**config.mk**
```make
export PLATFORM = sky130hd
export DESIGN_NAME = ustar_archive_stream_walker_top
export DESIGN_NICKNAME = d
export VERILOG_FILES = /design/src/hdl/usw_pkg.sv /design/src/hdl/usw_hdr_fields.sv /design/src/hdl/ustar_archive_stream_walker_top.sv
export SDC_FILE = /design/constraint.sdc
export NUM_CORES = 1
export LEC_CHECK = 0
export ABC_AREA = 1
export BUFFER_PORTS_ARGS = -buffer_cell sky130_fd_sc_hd__buf_4
export CAP_MARGIN = 20
export CORE_AREA = 10 10 156 158
export CTS_CLUSTER_DIAMETER = 30
export DETAILED_ROUTE_END_ITERATION = 6
export DIE_AREA = 0 0 166 168
export PLACE_DENSITY = 0.68
export SYNTH_ARGS = -nofsm -noshare
export SYNTH_HDL_FRONTEND = slang
export SYNTH_SLANG_ARGS = --single-unit
```
**constraint.sdc**
```tcl
create_clock -name i_clk -period 4.15 [get_ports i_clk]
set_clock_uncertainty 0.05 [all_clocks]
set_input_delay 0.415 -clock i_clk [delete_from_list [all_inputs] [get_ports i_clk]]
set_output_delay 0.415 -clock i_clk [all_outputs]
set_load 0.05 [all_outputs]
```
**src/hdl/usw_pkg.sv**
```systemverilog
// Shared types and constants for the ustar archive stream walker.
// No dependencies.
package usw_pkg;

    localparam int BLOCK_LEN  = 512;
    localparam int NAME_LEN   = 100;
    localparam int SIZE_FIRST = 124;
    localparam int SIZE_LEN   = 11;
    localparam int TYPE_POS   = 156;

    localparam logic [8:0] POS_LAST = 9'(BLOCK_LEN - 1);

    localparam logic [7:0] CHR_NUL   = 8'h00;
    localparam logic [7:0] CHR_SLASH = 8'h2F;
    localparam logic [7:0] CHR_ZERO  = 8'h30;
    localparam logic [7:0] CHR_SEVEN = 8'h37;
    localparam logic [7:0] CHR_FIVE  = 8'h35;

    localparam logic [1:0] PH_HEADER = 2'd0;
    localparam logic [1:0] PH_DATA   = 2'd1;
    localparam logic [1:0] PH_PAD    = 2'd2;
    localparam logic [1:0] PH_END    = 2'd3;

    localparam logic [1:0] KIND_HEADER  = 2'd0;
    localparam logic [1:0] KIND_DATA    = 2'd1;
    localparam logic [1:0] KIND_PAD     = 2'd2;
    localparam logic [1:0] KIND_IGNORED = 2'd3;

    typedef struct packed {
        logic        is_dir;
        logic [31:0] size;
    } t_hdr_info;

endpackage

```
**src/hdl/usw_hdr_fields.sv**
```systemverilog
// Header field tracker: name terminator and trailing slash, octal size, typeflag.
// Depends on usw_pkg.
module usw_hdr_fields import usw_pkg::*; (
    input  logic      i_clk,
    input  logic      i_rst_n,
    input  logic      i_step,
    input  logic      i_clear,
    input  logic [8:0] i_pos,
    input  logic [7:0] i_byte,
    output t_hdr_info o_info
);

    logic [31:0] r_size;
    logic [31:0] n_size;
    logic        r_oct_stop;
    logic        n_oct_stop;
    logic        r_name_end;
    logic        n_name_end;
    logic        r_slash;
    logic        n_slash;
    logic        r_dir_type;
    logic        n_dir_type;
    logic        w_in_name;
    logic        w_in_size;
    logic        w_octal;

    assign w_in_name = i_pos < 9'(NAME_LEN);
    assign w_in_size = (i_pos >= 9'(SIZE_FIRST)) && (i_pos < 9'(SIZE_FIRST + SIZE_LEN));
    assign w_octal   = (i_byte >= CHR_ZERO) && (i_byte <= CHR_SEVEN);

    always_comb begin
        n_size     = r_size;
        n_oct_stop = r_oct_stop;
        n_name_end = r_name_end;
        n_slash    = r_slash;
        n_dir_type = r_dir_type;
        if (i_clear) begin
            n_size     = '0;
            n_oct_stop = 1'b0;
            n_name_end = 1'b0;
            n_slash    = 1'b0;
            n_dir_type = 1'b0;
        end else if (i_step) begin
            if (w_in_name && !r_name_end) begin
                if (i_byte == CHR_NUL) begin
                    n_name_end = 1'b1;
                end else begin
                    n_slash = (i_byte == CHR_SLASH);
                end
            end
            if (w_in_size && !r_oct_stop) begin
                if (!w_octal) begin
                    n_oct_stop = 1'b1;
                end else begin
                    n_size = {r_size[28:0], 3'(i_byte - CHR_ZERO)};
                end
            end
            if (i_pos == 9'(TYPE_POS)) begin
                n_dir_type = (i_byte == CHR_FIVE);
            end
        end
    end

    always_ff @(posedge i_clk) begin
        if (!i_rst_n) begin
            r_size     <= '0;
            r_oct_stop <= 1'b0;
            r_name_end <= 1'b0;
            r_slash    <= 1'b0;
            r_dir_type <= 1'b0;
        end else begin
            r_size     <= n_size;
            r_oct_stop <= n_oct_stop;
            r_name_end <= n_name_end;
            r_slash    <= n_slash;
            r_dir_type <= n_dir_type;
        end
    end

    assign o_info.size   = r_size;
    assign o_info.is_dir = r_dir_type || r_slash;

endmodule

```
**src/hdl/ustar_archive_stream_walker_top.sv**
```systemverilog
// Results are registered and reach the master side in the cycle after the input.
// Throughput: one byte per cycle; the single result register refills in the
// cycle it is taken, so only master-side backpressure stalls the input.
// Reset: synchronous, active low; returns to the header phase with all counters
// cleared. A tlast byte also resets the phase, counters and header fields.
module ustar_archive_stream_walker_top import usw_pkg::*; #(
    parameter int COUNT_BITS = 16
) (
    input  logic        i_clk,
    input  logic        i_rst_n,
    input  logic        s_axis_tvalid,
    output logic        s_axis_tready,
    input  logic [7:0]  s_axis_tdata,   // [7:0] data_byte
    input  logic        s_axis_tlast,   // last_byte
    output logic        m_axis_tvalid,
    input  logic        m_axis_tready,
    output logic [71:0] m_axis_tdata,   // [7:0] byte_value, [16:8] header_offset,
                                        // [17] entry_done, [18] entry_is_dir,
                                        // [50:19] entry_size, [66:51] entry_total,
                                        // [67] archive_empty, [71:68] zero
    output logic [1:0]  m_axis_tuser,   // [1:0] byte_kind
    output logic        m_axis_tlast    // archive_done
);

    localparam logic [COUNT_BITS-1:0] CNT_MAX = '1;

    logic [1:0]            r_phase;
    logic [1:0]            n_phase;
    logic [8:0]            r_pos;
    logic [8:0]            n_pos;
    logic [31:0]           r_data_left;
    logic [31:0]           n_data_left;
    logic [8:0]            r_pad_left;
    logic [8:0]            n_pad_left;
    logic [COUNT_BITS-1:0] r_cnt;
    logic [COUNT_BITS-1:0] n_cnt;
    logic [COUNT_BITS-1:0] w_cnt_upd;
    logic [31:0]           w_cnt_ext;
    logic [31:0]           w_dl_dec;
    logic [8:0]            w_pad_dec;

    logic                  r_out_valid;
    logic [71:0]           r_out_data;
    logic [71:0]           n_out_data;
    logic [1:0]            r_out_kind;
    logic [1:0]            n_out_kind;
    logic                  r_out_last;

    logic                  w_accept;
    logic                  w_end_mark;
    logic                  w_hdr_byte;
    logic                  w_hdr_done;
    logic [8:0]            w_offs;
    logic                  w_done;
    logic                  w_is_dir;
    logic [31:0]           w_esize;
    logic [15:0]           w_total;
    logic                  w_empty;
    t_hdr_info             w_info;

    assign s_axis_tready = !r_out_valid || m_axis_tready;
    assign w_accept      = s_axis_tvalid && s_axis_tready;

    assign w_end_mark = (r_phase == PH_HEADER) && (r_pos == 9'd0) && (s_axis_tdata == CHR_NUL);
    assign w_hdr_byte = (r_phase == PH_HEADER) && !w_end_mark;
    assign w_hdr_done = w_hdr_byte && (r_pos == POS_LAST);

    usw_hdr_fields u_hdr_fields (
        .i_clk   (i_clk),
        .i_rst_n (i_rst_n),
        .i_step  (w_accept && w_hdr_byte && !w_hdr_done),
        .i_clear (w_accept && (w_hdr_done || s_axis_tlast)),
        .i_pos   (r_pos),
        .i_byte  (s_axis_tdata),
        .o_info  (w_info)
    );

    assign w_dl_dec  = (r_data_left != 32'd0) ? r_data_left - 32'd1 : r_data_left;
    assign w_pad_dec = (r_pad_left != 9'd0) ? r_pad_left - 9'd1 : r_pad_left;

    always_comb begin
        n_phase     = r_phase;
        n_pos       = r_pos;
        n_data_left = r_data_left;
        n_pad_left  = r_pad_left;
        w_cnt_upd   = r_cnt;
        n_out_kind  = KIND_IGNORED;
        w_offs      = 9'd0;
        w_done      = 1'b0;
        w_is_dir    = 1'b0;
        w_esize     = 32'd0;
        case (r_phase)
            PH_HEADER: begin
                if (w_end_mark) begin
                    n_phase = PH_END;
                end else begin
                    n_out_kind = KIND_HEADER;
                    w_offs     = r_pos;
                    if (w_hdr_done) begin
                        w_done      = 1'b1;
                        w_is_dir    = w_info.is_dir;
                        w_esize     = w_info.size;
                        w_cnt_upd   = (r_cnt != CNT_MAX) ? r_cnt + 1'b1 : r_cnt;
                        n_data_left = w_info.size;
                        n_pad_left  = 9'(~w_info.size[8:0]) + 9'd1;
                        n_phase     = (w_info.size != 32'd0) ? PH_DATA : PH_HEADER;
                        n_pos       = 9'd0;
                    end else begin
                        n_pos = r_pos + 9'd1;
                    end
                end
            end
            PH_DATA: begin
                n_out_kind  = KIND_DATA;
                n_data_left = w_dl_dec;
                if (w_dl_dec == 32'd0) begin
                    n_phase = (r_pad_left != 9'd0) ? PH_PAD : PH_HEADER;
                end
            end
            PH_PAD: begin
                n_out_kind = KIND_PAD;
                n_pad_left = w_pad_dec;
                if (w_pad_dec == 9'd0) begin
                    n_phase = PH_HEADER;
                end
            end
            default: begin
                n_out_kind = KIND_IGNORED;
            end
        endcase
        n_cnt = w_cnt_upd;
        if (s_axis_tlast) begin
            n_phase     = PH_HEADER;
            n_pos       = 9'd0;
            n_data_left = 32'd0;
            n_pad_left  = 9'd0;
            n_cnt       = '0;
        end
    end

    assign w_cnt_ext = 32'(w_cnt_upd);
    assign w_total   = (w_cnt_ext > 32'h0000_FFFF) ? 16'hFFFF : w_cnt_ext[15:0];
    assign w_empty   = s_axis_tlast && (w_cnt_upd == '0);

    assign n_out_data = {4'd0, w_empty, w_total, w_esize, w_is_dir, w_done, w_offs,
                         s_axis_tdata};

    always_ff @(posedge i_clk) begin
        if (!i_rst_n) begin
            r_phase     <= PH_HEADER;
            r_pos       <= 9'd0;
            r_data_left <= 32'd0;
            r_pad_left  <= 9'd0;
            r_cnt       <= '0;
            r_out_valid <= 1'b0;
        end else begin
            if (w_accept) begin
                r_phase     <= n_phase;
                r_pos       <= n_pos;
                r_data_left <= n_data_left;
                r_pad_left  <= n_pad_left;
                r_cnt       <= n_cnt;
                r_out_valid <= 1'b1;
            end else if (m_axis_tready) begin
                r_out_valid <= 1'b0;
            end
        end
    end

    always_ff @(posedge i_clk) begin
        if (w_accept) begin
            r_out_data <= n_out_data;
            r_out_kind <= n_out_kind;
            r_out_last <= s_axis_tlast;
        end
    end

    assign m_axis_tvalid = r_out_valid;
    assign m_axis_tdata  = r_out_data;
    assign m_axis_tuser  = r_out_kind;
    assign m_axis_tlast  = r_out_last;

endmodule
```
Word level (Yosys, flattened, before mapping)
Index checks and enable logic that the tools add are counted.
Widths: inputs -> output; s select.

word-level totals
  register bits after elaboration = 176
  bits in latches = 0
  bits in writable memories = 0
  ROM bits = 0
  input port bits = 13
  output and inout port bits = 77
  logic and storage cells = 127
  memories = 0

cells by class
  $add $sub $neg = 6
  multipliers = 0
  divide/modulo/power cells = 0
  order comparisons = 6
  equality and inequality tests = 13
  shifts and indexed selects = 0
  muxes and demuxes = 32
  bitwise operators = 6
  reduce and logical (&&, ||, !) cells = 47

operator list
  cell                   number
  $mux 32                4
  $mux 16                5
  $mux 9                 8
  $pmux 32 s2            1
  $reduce_bool 32->1     2
  $logic_not 32->1       1
  $sub 32x1->32 const B  1
  $add 9x1->9 const B    2
  $logic_not 9->1        2
  $pmux 9 s2             1
  $add 16x1->16 const B  1
  $eq 8x6->1 const B     2
  $gt 16x16->1 const B   1
  $logic_not 16->1       1
  $ne 16x16->1 const B   1
  $reduce_and 3->1       5
  $mux 2                 7
  $logic_and 1x1->1      13
  $ne 3x3->1 const B     4
  $pmux 2 s3             2
  $eq 9x8->1 const B     1
  $eq 9x9->1 const B     1
  $ge 9x7->1 const B     1
  $lt 9x7->1 const B     1
  25 further kinds       42

Depth between registers and ports, before layout
Gate-level depths: netlist of the first run.

  depth after elaboration = 11
  depth in mapped cells = 19
  depth with buffers taken out = 18

By module
Synthesis of the first run repeated with hierarchy kept, for this count alone.

second synthesis, totals
  cell total of the unflattened synthesis = 1409
  area, all modules = 9935.8 um2

by module, submodules not included
  module                           instances  cells each  area an instance (um2)  seq. area each (um2)
  ustar_archive_stream_walker_top  1          1097        7990.2                  3513.4
  usw_hdr_fields                   1          312         1945.6                  720.7

Least setup slack after synthesis of the first run
OpenSTA, ideal clock, no wires.

  path type = register to register
  start point = reg r_out_valid (netlist: m_axis_tvalid)
  end point = reg r_pos[7]
  setup time = 0.115 ns
  arrival = 3.602 ns
  data required time = 3.985 ns
  slack = 0.384 ns
  stages on the path, launching flop included = 10
  buffers on the path = 0
  period minus slack after synthesis = 3.766 ns
  cells stage by stage = dfxtp_1 > nand2_1 > nand2_1 > inv_1 > nand3_1 > inv_1 > nand2_1 > nor2_1 > a21oi_1 > o21a_1

between the ends
  longest elaborated chain between the ends = 4

ends and longest elaborated chain
  item                               line                                    RTL
  start: declaration                 ustar_archive_stream_walker_top.sv:42   logic r_out_valid;
  start signal: assignment           ustar_archive_stream_walker_top.sv:155  r_out_valid <= 1'b0;
  start signal: assignment           ustar_archive_stream_walker_top.sv:163  r_out_valid <= 1'b1;
  start signal: assignment           ustar_archive_stream_walker_top.sv:165  r_out_valid <= 1'b0;
  $logic_not 1->1                    ustar_archive_stream_walker_top.sv:61   assign s_axis_tready = !r_out_valid || m_axis_tready;
  $logic_or 1x1->1                   ustar_archive_stream_walker_top.sv:61
  named net s_axis_tready            ustar_archive_stream_walker_top.sv:12   output logic s_axis_tready,
  $logic_and 1x1->1                  ustar_archive_stream_walker_top.sv:62   assign w_accept = s_axis_tvalid && s_axis_tready;
  named net w_accept                 ustar_archive_stream_walker_top.sv:49   logic w_accept;
  $reduce_and 3->1 (no source line)  -
  end signal: assignment             ustar_archive_stream_walker_top.sv:159  r_pos <= n_pos;
  end: declaration                   ustar_archive_stream_walker_top.sv:29   logic [8:0] r_pos;

The timed path passes the listed nets, and every way through them passes these cells.
A chain may end at the register's enable or synchronous reset.

Worst setup path in the final report of the first run
  start point = reg r_pos[0]
  end point = reg r_pad_left[1]

between the ends
  longest elaborated chain between the ends = 8
  elaborated cells on any way between the ends = 10
  those cells by class = 3 x eq/ne; 7 x reduce/logical

ends and longest elaborated chain
  item                                   line                                    RTL
  $logic_not 9->1                        ustar_archive_stream_walker_top.sv:64   assign w_end_mark = (r_phase == PH_HEADER) && (r_pos == 9'd0) && (s_axis_tdata == CHR_NUL);
  $logic_and 1x1->1 (2 in a row)         ustar_archive_stream_walker_top.sv:64
  $logic_not 1->1                        ustar_archive_stream_walker_top.sv:65   assign w_hdr_byte = (r_phase == PH_HEADER) && !w_end_mark;
  $logic_and 1x1->1                      ustar_archive_stream_walker_top.sv:65
  $logic_and 1x1->1                      ustar_archive_stream_walker_top.sv:66   assign w_hdr_done = w_hdr_byte && (r_pos == POS_LAST);
  $ne 3x3->1 (no source line)            -
  $reduce_and 4->1 (no source line) (*)  -
  end signal: assignment                 ustar_archive_stream_walker_top.sv:161  r_pad_left <= n_pad_left;
  end: declaration                       ustar_archive_stream_walker_top.sv:33   logic [8:0] r_pad_left;

Mark *: on every way between the ends. The rest lies on a longest branch, timed or not.

==> results by group, run 1 <==
STA
  • Final setup fails: 0
  • RSZ-0062 raised after global routing: no
  • Period utilization: 0.769
  • Tmin final: between 3 and 4 ns
  • Fin Setup TNS: 0 ns
  • Max-slew violation count: 0
  • Fin. Hold Viols: 0
  • FMAX: 313 MHz
  • Relative slew margins: 0.356
  • Least-Margin Pin Slew: around 0.97 ns

Floorplan
  • Num rows: 54
  • IO Pins: 90
  • Core Footprint: roughly 21,000 µm²
  • Die footprint: between 20,000 and 30,000 µm²
  • Die Height: 168 µm
  • DIE WIDTH: 166 µm
  • Initial Utilization: 0.439

Synth
  • Sequential element share of the synthesized area: 0.450
  • Yosys top cell by area: edfxtp_1
  • Main synth FF type: dfxtp_1
  • Post-synth EDFFs: 71
  • Average cell area after synthesis: approximately 7.4 µm²
  • Synth area leaders: edfxtp_1, dfxtp_1, nand2_1
  • Mapped Area: between 9000 and 10,000 µm²
  • Yosys warning total: 0
  • Synth top area share: 0.227
  • Share of synthesized registers carrying an async set or reset: 0
  • Synth unique cells: 52
  • FF+latch count, synth: approximately 180
  • Cells after Synth: between 1,000 and 1,500

Clocking
  • TritonCTS Buffers: 17
  • Setup Fix Bufs, Post-CTS: 0
  • H-tree levels: 4
  • Clock Latency Late Sink: approximately 0.43 ns
  • Post-CTS sizing: 0
  • Longest Clk Path Bufs: 2
  • CTS tree: done
  • Quantity of hold-fixing buffers added after cts: 0
  • Root buffer cell: clkbuf_16
  • CTS clock-pin slew for the worst setup and hold paths: approximately 0.070 ns
  • Clock sinks: 176

Run status
  • Outcome: finished clean

Place
  • Dpl cell area: roughly 10,000 µm²
  • Routability congestion estimate: around 1
  • Post-DP HPWL: 18,400 µm
  • Port Buffers: 85

Worst setup path
  • CP arrival: about 3.5 ns
  • Crit path kind: reg2reg
  • Setup crit start: r_pos[0]
  • Slowest stage cell, crit path: nor2_1
  • R2R Path Start: r_pos[0]
  • Critical Path End Type: flop
  • Startpoint Class: flop
  • Worst path cell trace: inv_1 > ha_1 > inv_1 > nor2_1 > nand3_1 > nor3_1 > nand3_2 > nand3_2 > nand2_1 > inv_2 > nand2_1 > nand2_1 > nor2_1 > o211ai_1 > a21oi_1
  • CP max FO: 24
  • Slowest stage delay, CP: around 0.48 ns
  • Critical path's most frequent cell: nand2_1
  • CP required: between 4 and 5 ns

Layout
  • Most frequent cells in the layout: nand2_1, nor2_1, inv_1
  • Share of cells above drive strength 1: 0.116
  • Ant diodes: 0
  • Fin area: about 11,000 µm²
  • Commonest non-fill, non-tap cell in the layout: nand2_1
  • Layout overhead on the synthesized area: 15.8%
  • Fill cells: between 2,000 and 2,500
  • Layout Nets: between 1,000 and 1,500

GRT
  • Gr ovfl total: 0
  • Pin count of the biggest net entering global routing: 72
  • GRT Util Overall: 0.178
  • First-pass GRT wire length: between 40,000 and 50,000 µm
  • Initial antenna violation count: 0
  • Vias in the first global route: roughly 8,000

Pwr
  • Sw frac: 0.312
  • Sequential Power Share: 0.422
  • VDD IR-drop max: around 0.26 mV
  • Pleak: about 4.5 nW
  • Clock Power Share: 0.379
  • Combinational Power Share: 0.199
  • Internal power: about 3.0 mW
  • Cell Pwr Density: around 400 nW/µm²
  • NetSw: between 1 and 1.5 mW

Route
  • DR DRC count: 0
  • Vias per std cell: about 5.3
  • Via count of the routed design: ~8,600
  • Initial DRC Count: between 700 and 800
  • Routed WL: ~25,000 µm
  • Per-cell routed wire length: roughly 16 µm
  • Detailed Routing Iterations Pass 1: 7
  • DRT antenna net count: 0

Worst hold path
  • Hold Crit Class: in2reg
  • Min-delay src: s_axis_tdata[6]

Job
  • Max-cap violations: 0
path summary, 6_finish.rpt:
kind	endpoint	slack (ns)	cells past startpoint
max	r_pad_left[1]	0.96	15
min	m_axis_tdata[6]	0.12	1
max reg2reg	r_pad_left[1]	0.96	15
min reg2reg	u_hdr_fields.r_name_end	0.43	2
power by group through the flow:
stage | Clock (mW) | Combinational (mW) | Sequential [mW]
6_report | 1.67 | 0.881 | 1.87
2_1_floorplan | 0 | 0.533 | 2.03
3_3_place_gp | 0 | 0.859 | 1.91
3_5_place_dp | 0 | 0.865 | 1.91
5_1_grt | 1.76 | 0.978 | 1.87
4_1_cts | 1.69 | 0.871 | 1.87
flip-flops by register name, indices dropped and copies added (netlist names):
signal,cells
u_hdr_fields.r_name_end,1
r_phase,2
u_hdr_fields.r_dir_type,1
r_data_left,32
u_hdr_fields.r_size,32
m_axis_tvalid,1
m_axis_tlast,1
r_cnt,16
m_axis_tdata,68
r_pad_left,9
r_pos,9
u_hdr_fields.r_oct_stop,1
u_hdr_fields.r_slash,1
m_axis_tuser,2
worst max-delay path, delay by kind of cell, from the launching register on:
family	cells	cell delay, ns
fa+ha+maj	1	0.20
flops	1	0.39
buf+inv	3	0.22
compound gates	2	0.36
simple gates	9	1.89
Yosys cell counts, types with 6 or more instances:
library cell and instances:
a22oi_1 9, buf_2 12, o211ai_1 8, ha_1 12, nand4_1 24, a211oi_1 37
clkbuf_1 24, nor3_1 16, o21ai_0 46, nor4_1 6, o21ai_1 28, nor2_1 221
nand2_1 296, xor2_1 19, a21oi_1 62, inv_1 136, nand3_1 61, edfxtp_1 71
buf_1 6, dfxtp_1 105, nand3b_1 6
per-stage QoR:
step	std cells	hold WS (ns)	util	worst slack, ns	power, mW
after CTS	1630	0.105	0.507	0.976	4.43
after global placement	1598	0.403	0.478	1.16	2.76
final	1631	0.115	0.508	0.959	4.42
after global routing	1631	0.0987	0.508	0.548	4.61
after detailed placement	1598	0.411	0.478	1.03	2.77
after floorplan	1274	0.387	-	0.384	2.56
kinds of logic (layout without fill, tap and decap cells):
family,Yosys count,count (layout),share of synthesized area
AOI/OAI and AO/OA,205,205,0.127
xor gates and xnor gates,22,22,0.0205
adders and majority gates,12,12,0.0160
buffers and inverters,193,270,0.0837
DFF,176,176,0.450
muxes,1,1,0.00106
other,1,4,0.000399
and+or+nand+nor,661,661,0.301
area by class of cell:
type                       count  area [µm²]  share of cell area
timing repair buffer          95         733              0.0673
inverter                     143         539              0.0495
multi-input combinational    905        4410               0.405
tap                          280         350              0.0322
clock inverter                11         148              0.0136
sequential                   176        4230               0.389
clock buffer                  21         470              0.0432
layer usage:
| layer | wire length, µm | part of all wire | up-vias | global-route usage |
|---|---|---|---|---|
| met5 | 0 | 0 | - | 0 |
| met4 | 369 | 0.015 | 0 | 0.0501 |
| met3 | 1580 | 0.062 | 31 | 0.0305 |
| met2 | 12200 | 0.48 | 268 | 0.296 |
| met1 | 11100 | 0.44 | 3974 | 0.232 |
| li1 | - | - | 4314 | - |
Power figures use the tool's default switching activity.
==> run 2, diff against run 1 <==
- clock period: 4.15 -> 3.1 ns (I/O delays scaled with it)
==> results by group, run 2 (synthesis gave the netlist of run 1 again) <==
Worst hold path
  • Hold Crit Class: in2reg (unchanged)

Layout
  • Layout Utilization: 0.513 (was 0.508)
  • Layout Nets: 1,379 (was 1,363)
  • Number of flip-flops in the largest register: 68 (unchanged)
  • Ant diodes: 0 (unchanged)
  • Commonest non-fill, non-tap cell in the layout: nand2_1 (unchanged)
  • Share of cells above drive strength 1: 0.125 (was 0.116)
  • Layout overhead on the synthesized area: 16.7% (was 15.8%)
  • Most frequent cells in the layout: nand2_1, nor2_1, inv_1 (unchanged)

Place
  • DP Worst Slack: 0.431 ns (was 1.03 ns)
  • Post-DP HPWL: 19,000 µm (was 18,400 µm)
  • Port Buffers: 85 (unchanged)
  • Routability congestion estimate: 1.00 (was 0.973)

STA
  • Max-slew violation count: 0 (unchanged)
  • Fin Setup TNS: 0 ns (unchanged)
  • Least-Margin Pin Slew: 0.935 ns (was 0.966 ns)
  • Final setup fails: 0 (unchanged)
  • Tmin final: about 2.8 ns
  • Setup slack after layout: 0.292 ns (was 0.959 ns)
  • Relative slew margins: 0.377 (was 0.356)
  • Period utilization: 0.906
  • Final hold slack: 0.0303 ns (was 0.115 ns)
  • FMAX: 356 MHz
  • RSZ-0062 raised after global routing: no (unchanged)
  • Fin. Hold Viols: 0 (unchanged)

Run status
  • Outcome: finished clean (unchanged)

Floorplan
  • Initial Utilization: 0.439 (unchanged)
  • Num rows: 54 (unchanged)
  • Die footprint: 27,900 µm² (unchanged)
  • Core Footprint: 21,400 µm² (unchanged)
  • Die Height: 168 µm (unchanged)
  • IO Pins: 90 (unchanged)
  • DIE WIDTH: 166 µm (unchanged)

Worst setup path
  • CP arrival: 3.07 ns (was 3.50 ns)
  • Critical Path End Type: flop (unchanged)
  • R2R cell count: 16 (was 15)
  • Crit path kind: in2reg (was reg2reg)
  • Crit path to: r_data_left[16] (was r_pad_left[1])
  • CP required: 3.36 ns (was 4.45 ns)
  • R2R Path Start: r_data_left[1] (was r_pos[0])
  • Worst R2R End: r_phase[0] (was r_pad_left[1])
  • R2r setup slk: 0.36 ns (was 0.96 ns)
  • Startpoint Class: input port (was flop)
  • Setup crit start: s_axis_tdata[7] (was r_pos[0])
  • CP max FO: 27 (was 24)

Route
  • Per-cell routed wire length: 15.5 µm (about the same)
  • Detailed Routing Iterations Pass 1: 5 (was 7)
  • Initial DRC Count: 607 (was 761)
  • DR DRC count: 0 (unchanged)
  • Routed WL: 25,400 µm (was 25,300 µm)
  • Vias per std cell: 5.16 (was 5.26)
  • DRT antenna net count: 0 (unchanged)
  • Via count of the routed design: 8,497 (was 8,587)

Pwr
  • Power, Total: 5.78 mW (was 4.42 mW)
  • VDD IR-drop max: 0.372 mV (was 0.257 mV)
  • Pleak: 4.59 nW (was 4.54 nW)
  • Cell Pwr Density: 526 nW/µm² (was 406 nW/µm²)

Clocking
  • H-tree levels: 4 (unchanged)
  • Setup Fix Bufs, Post-CTS: 0 (unchanged)
  • Clock Latency Late Sink: 0.44 ns (was 0.43 ns)
  • Longest Clk Path Bufs: 2 (unchanged)
  • Clock sinks: 176 (unchanged)
  • Root buffer cell: clkbuf_16 (unchanged)
  • CTS clock-pin slew for the worst setup and hold paths: 0.07 ns (about the same)
  • CTS tree: done (unchanged)
  • TritonCTS Buffers: 17 (unchanged)

GRT
  • Met1 Resource Use GR: 0.229 (was 0.232)
  • Vias in the first global route: 8,242 (was 8,076)
  • First-pass GRT wire length: 41,700 µm (was 41,500 µm)
  • Pin count of the biggest net entering global routing: 72 (unchanged)
  • Met3 Usage GRT: 0.0403 (was 0.0305)
  • Busiest grt layer: met2 (unchanged)
  • Gr ovfl total: 0 (unchanged)
  • GRT Util Overall: 0.180 (was 0.178)
  • Initial antenna violation count: 0 (unchanged)
  • Met2 Use GR: 0.302 (was 0.296)

Job
  • Max-cap violations: 0 (unchanged)
==> run 2: cell types whose count changed in the layout (fill, tap and decap cells not counted), sizes merged <==
cell and change:
inv +5, dlygate4sd3 +5, clkinvlp +1, clkbuf -4, clkinv -1, buf +11
bufinv -2
==> run 2: layout make-up <==
cell class / count / area (µm²)
Clock inverter: 14 / 141
Tap cell: 280 / 350
Inverter: 143 / 543
Multi-Input combinational cell: 905 / 4410
Fill cell: 2059 / 10400
Clock buffer: 17 / 425
Timing Repair Buffer: 111 / 871
Sequential cell: 176 / 4240
==> run 2: layer usage <==
layer	vias up	wire length [µm]
li1	4357	-
met1	3909	11500
met2	206	12200
met3	25	1410
met4	0	323
met5	-	0
==> run 2: repair_timing <==
| item | CTS | global route |
|---|---|---|
| endpoints found under the hold margin | 5 | 0 |
| resized for setup | 0 | 0 |
| hold buffers | 5 | 0 |
==> run 2: power breakdown <==
| group | switching, mW | leakage, nW | internal (mW) |
|---|---|---|---|
| clock | 1.02 | 0.277 | 1.07 |
| combinational | 0.855 | 2.74 | 0.339 |
| sequential | 0.0299 | 1.57 | 2.47 |
==> run 2: how the worst min path moves through the flow <==
stage | cells after the start | from | endpoint
finish | 1 | s_axis_tdata[4] | m_axis_tdata[4]
global route | 1 | s_axis_tdata[4] | m_axis_tdata[4]
CTS | 1 | s_axis_tdata[4] | m_axis_tdata[4]
detailed placement | 2 | r_pad_left[0] | r_pad_left[0]
global placement | 2 | u_hdr_fields.r_name_end | u_hdr_fields.r_name_end
floorplan | 0 | s_axis_tdata[0] | m_axis_tdata[0]
==> run 2: critical path, stage by stage <==
cell	delay, ns
dlygate4sd3_1	0.54
buf_4	0.14
or2_1	0.27
nor4_4	0.36
nand3_2	0.23
nand3_2	0.24
nand2_1	0.13
inv_2	0.08
nand2_1	0.09
nand3_2	0.16
inv_2	0.24
a22oi_1	0.22
nor2_1	0.06
==> run 2: stage by stage <==
step           area (µm²)  std cells
2_1_floorplan        9430       1274
3_3_place_gp        10400       1610
3_5_place_dp        10400       1610
4_1_cts             11000       1646
5_1_grt             11000       1646
6_report            11000       1646
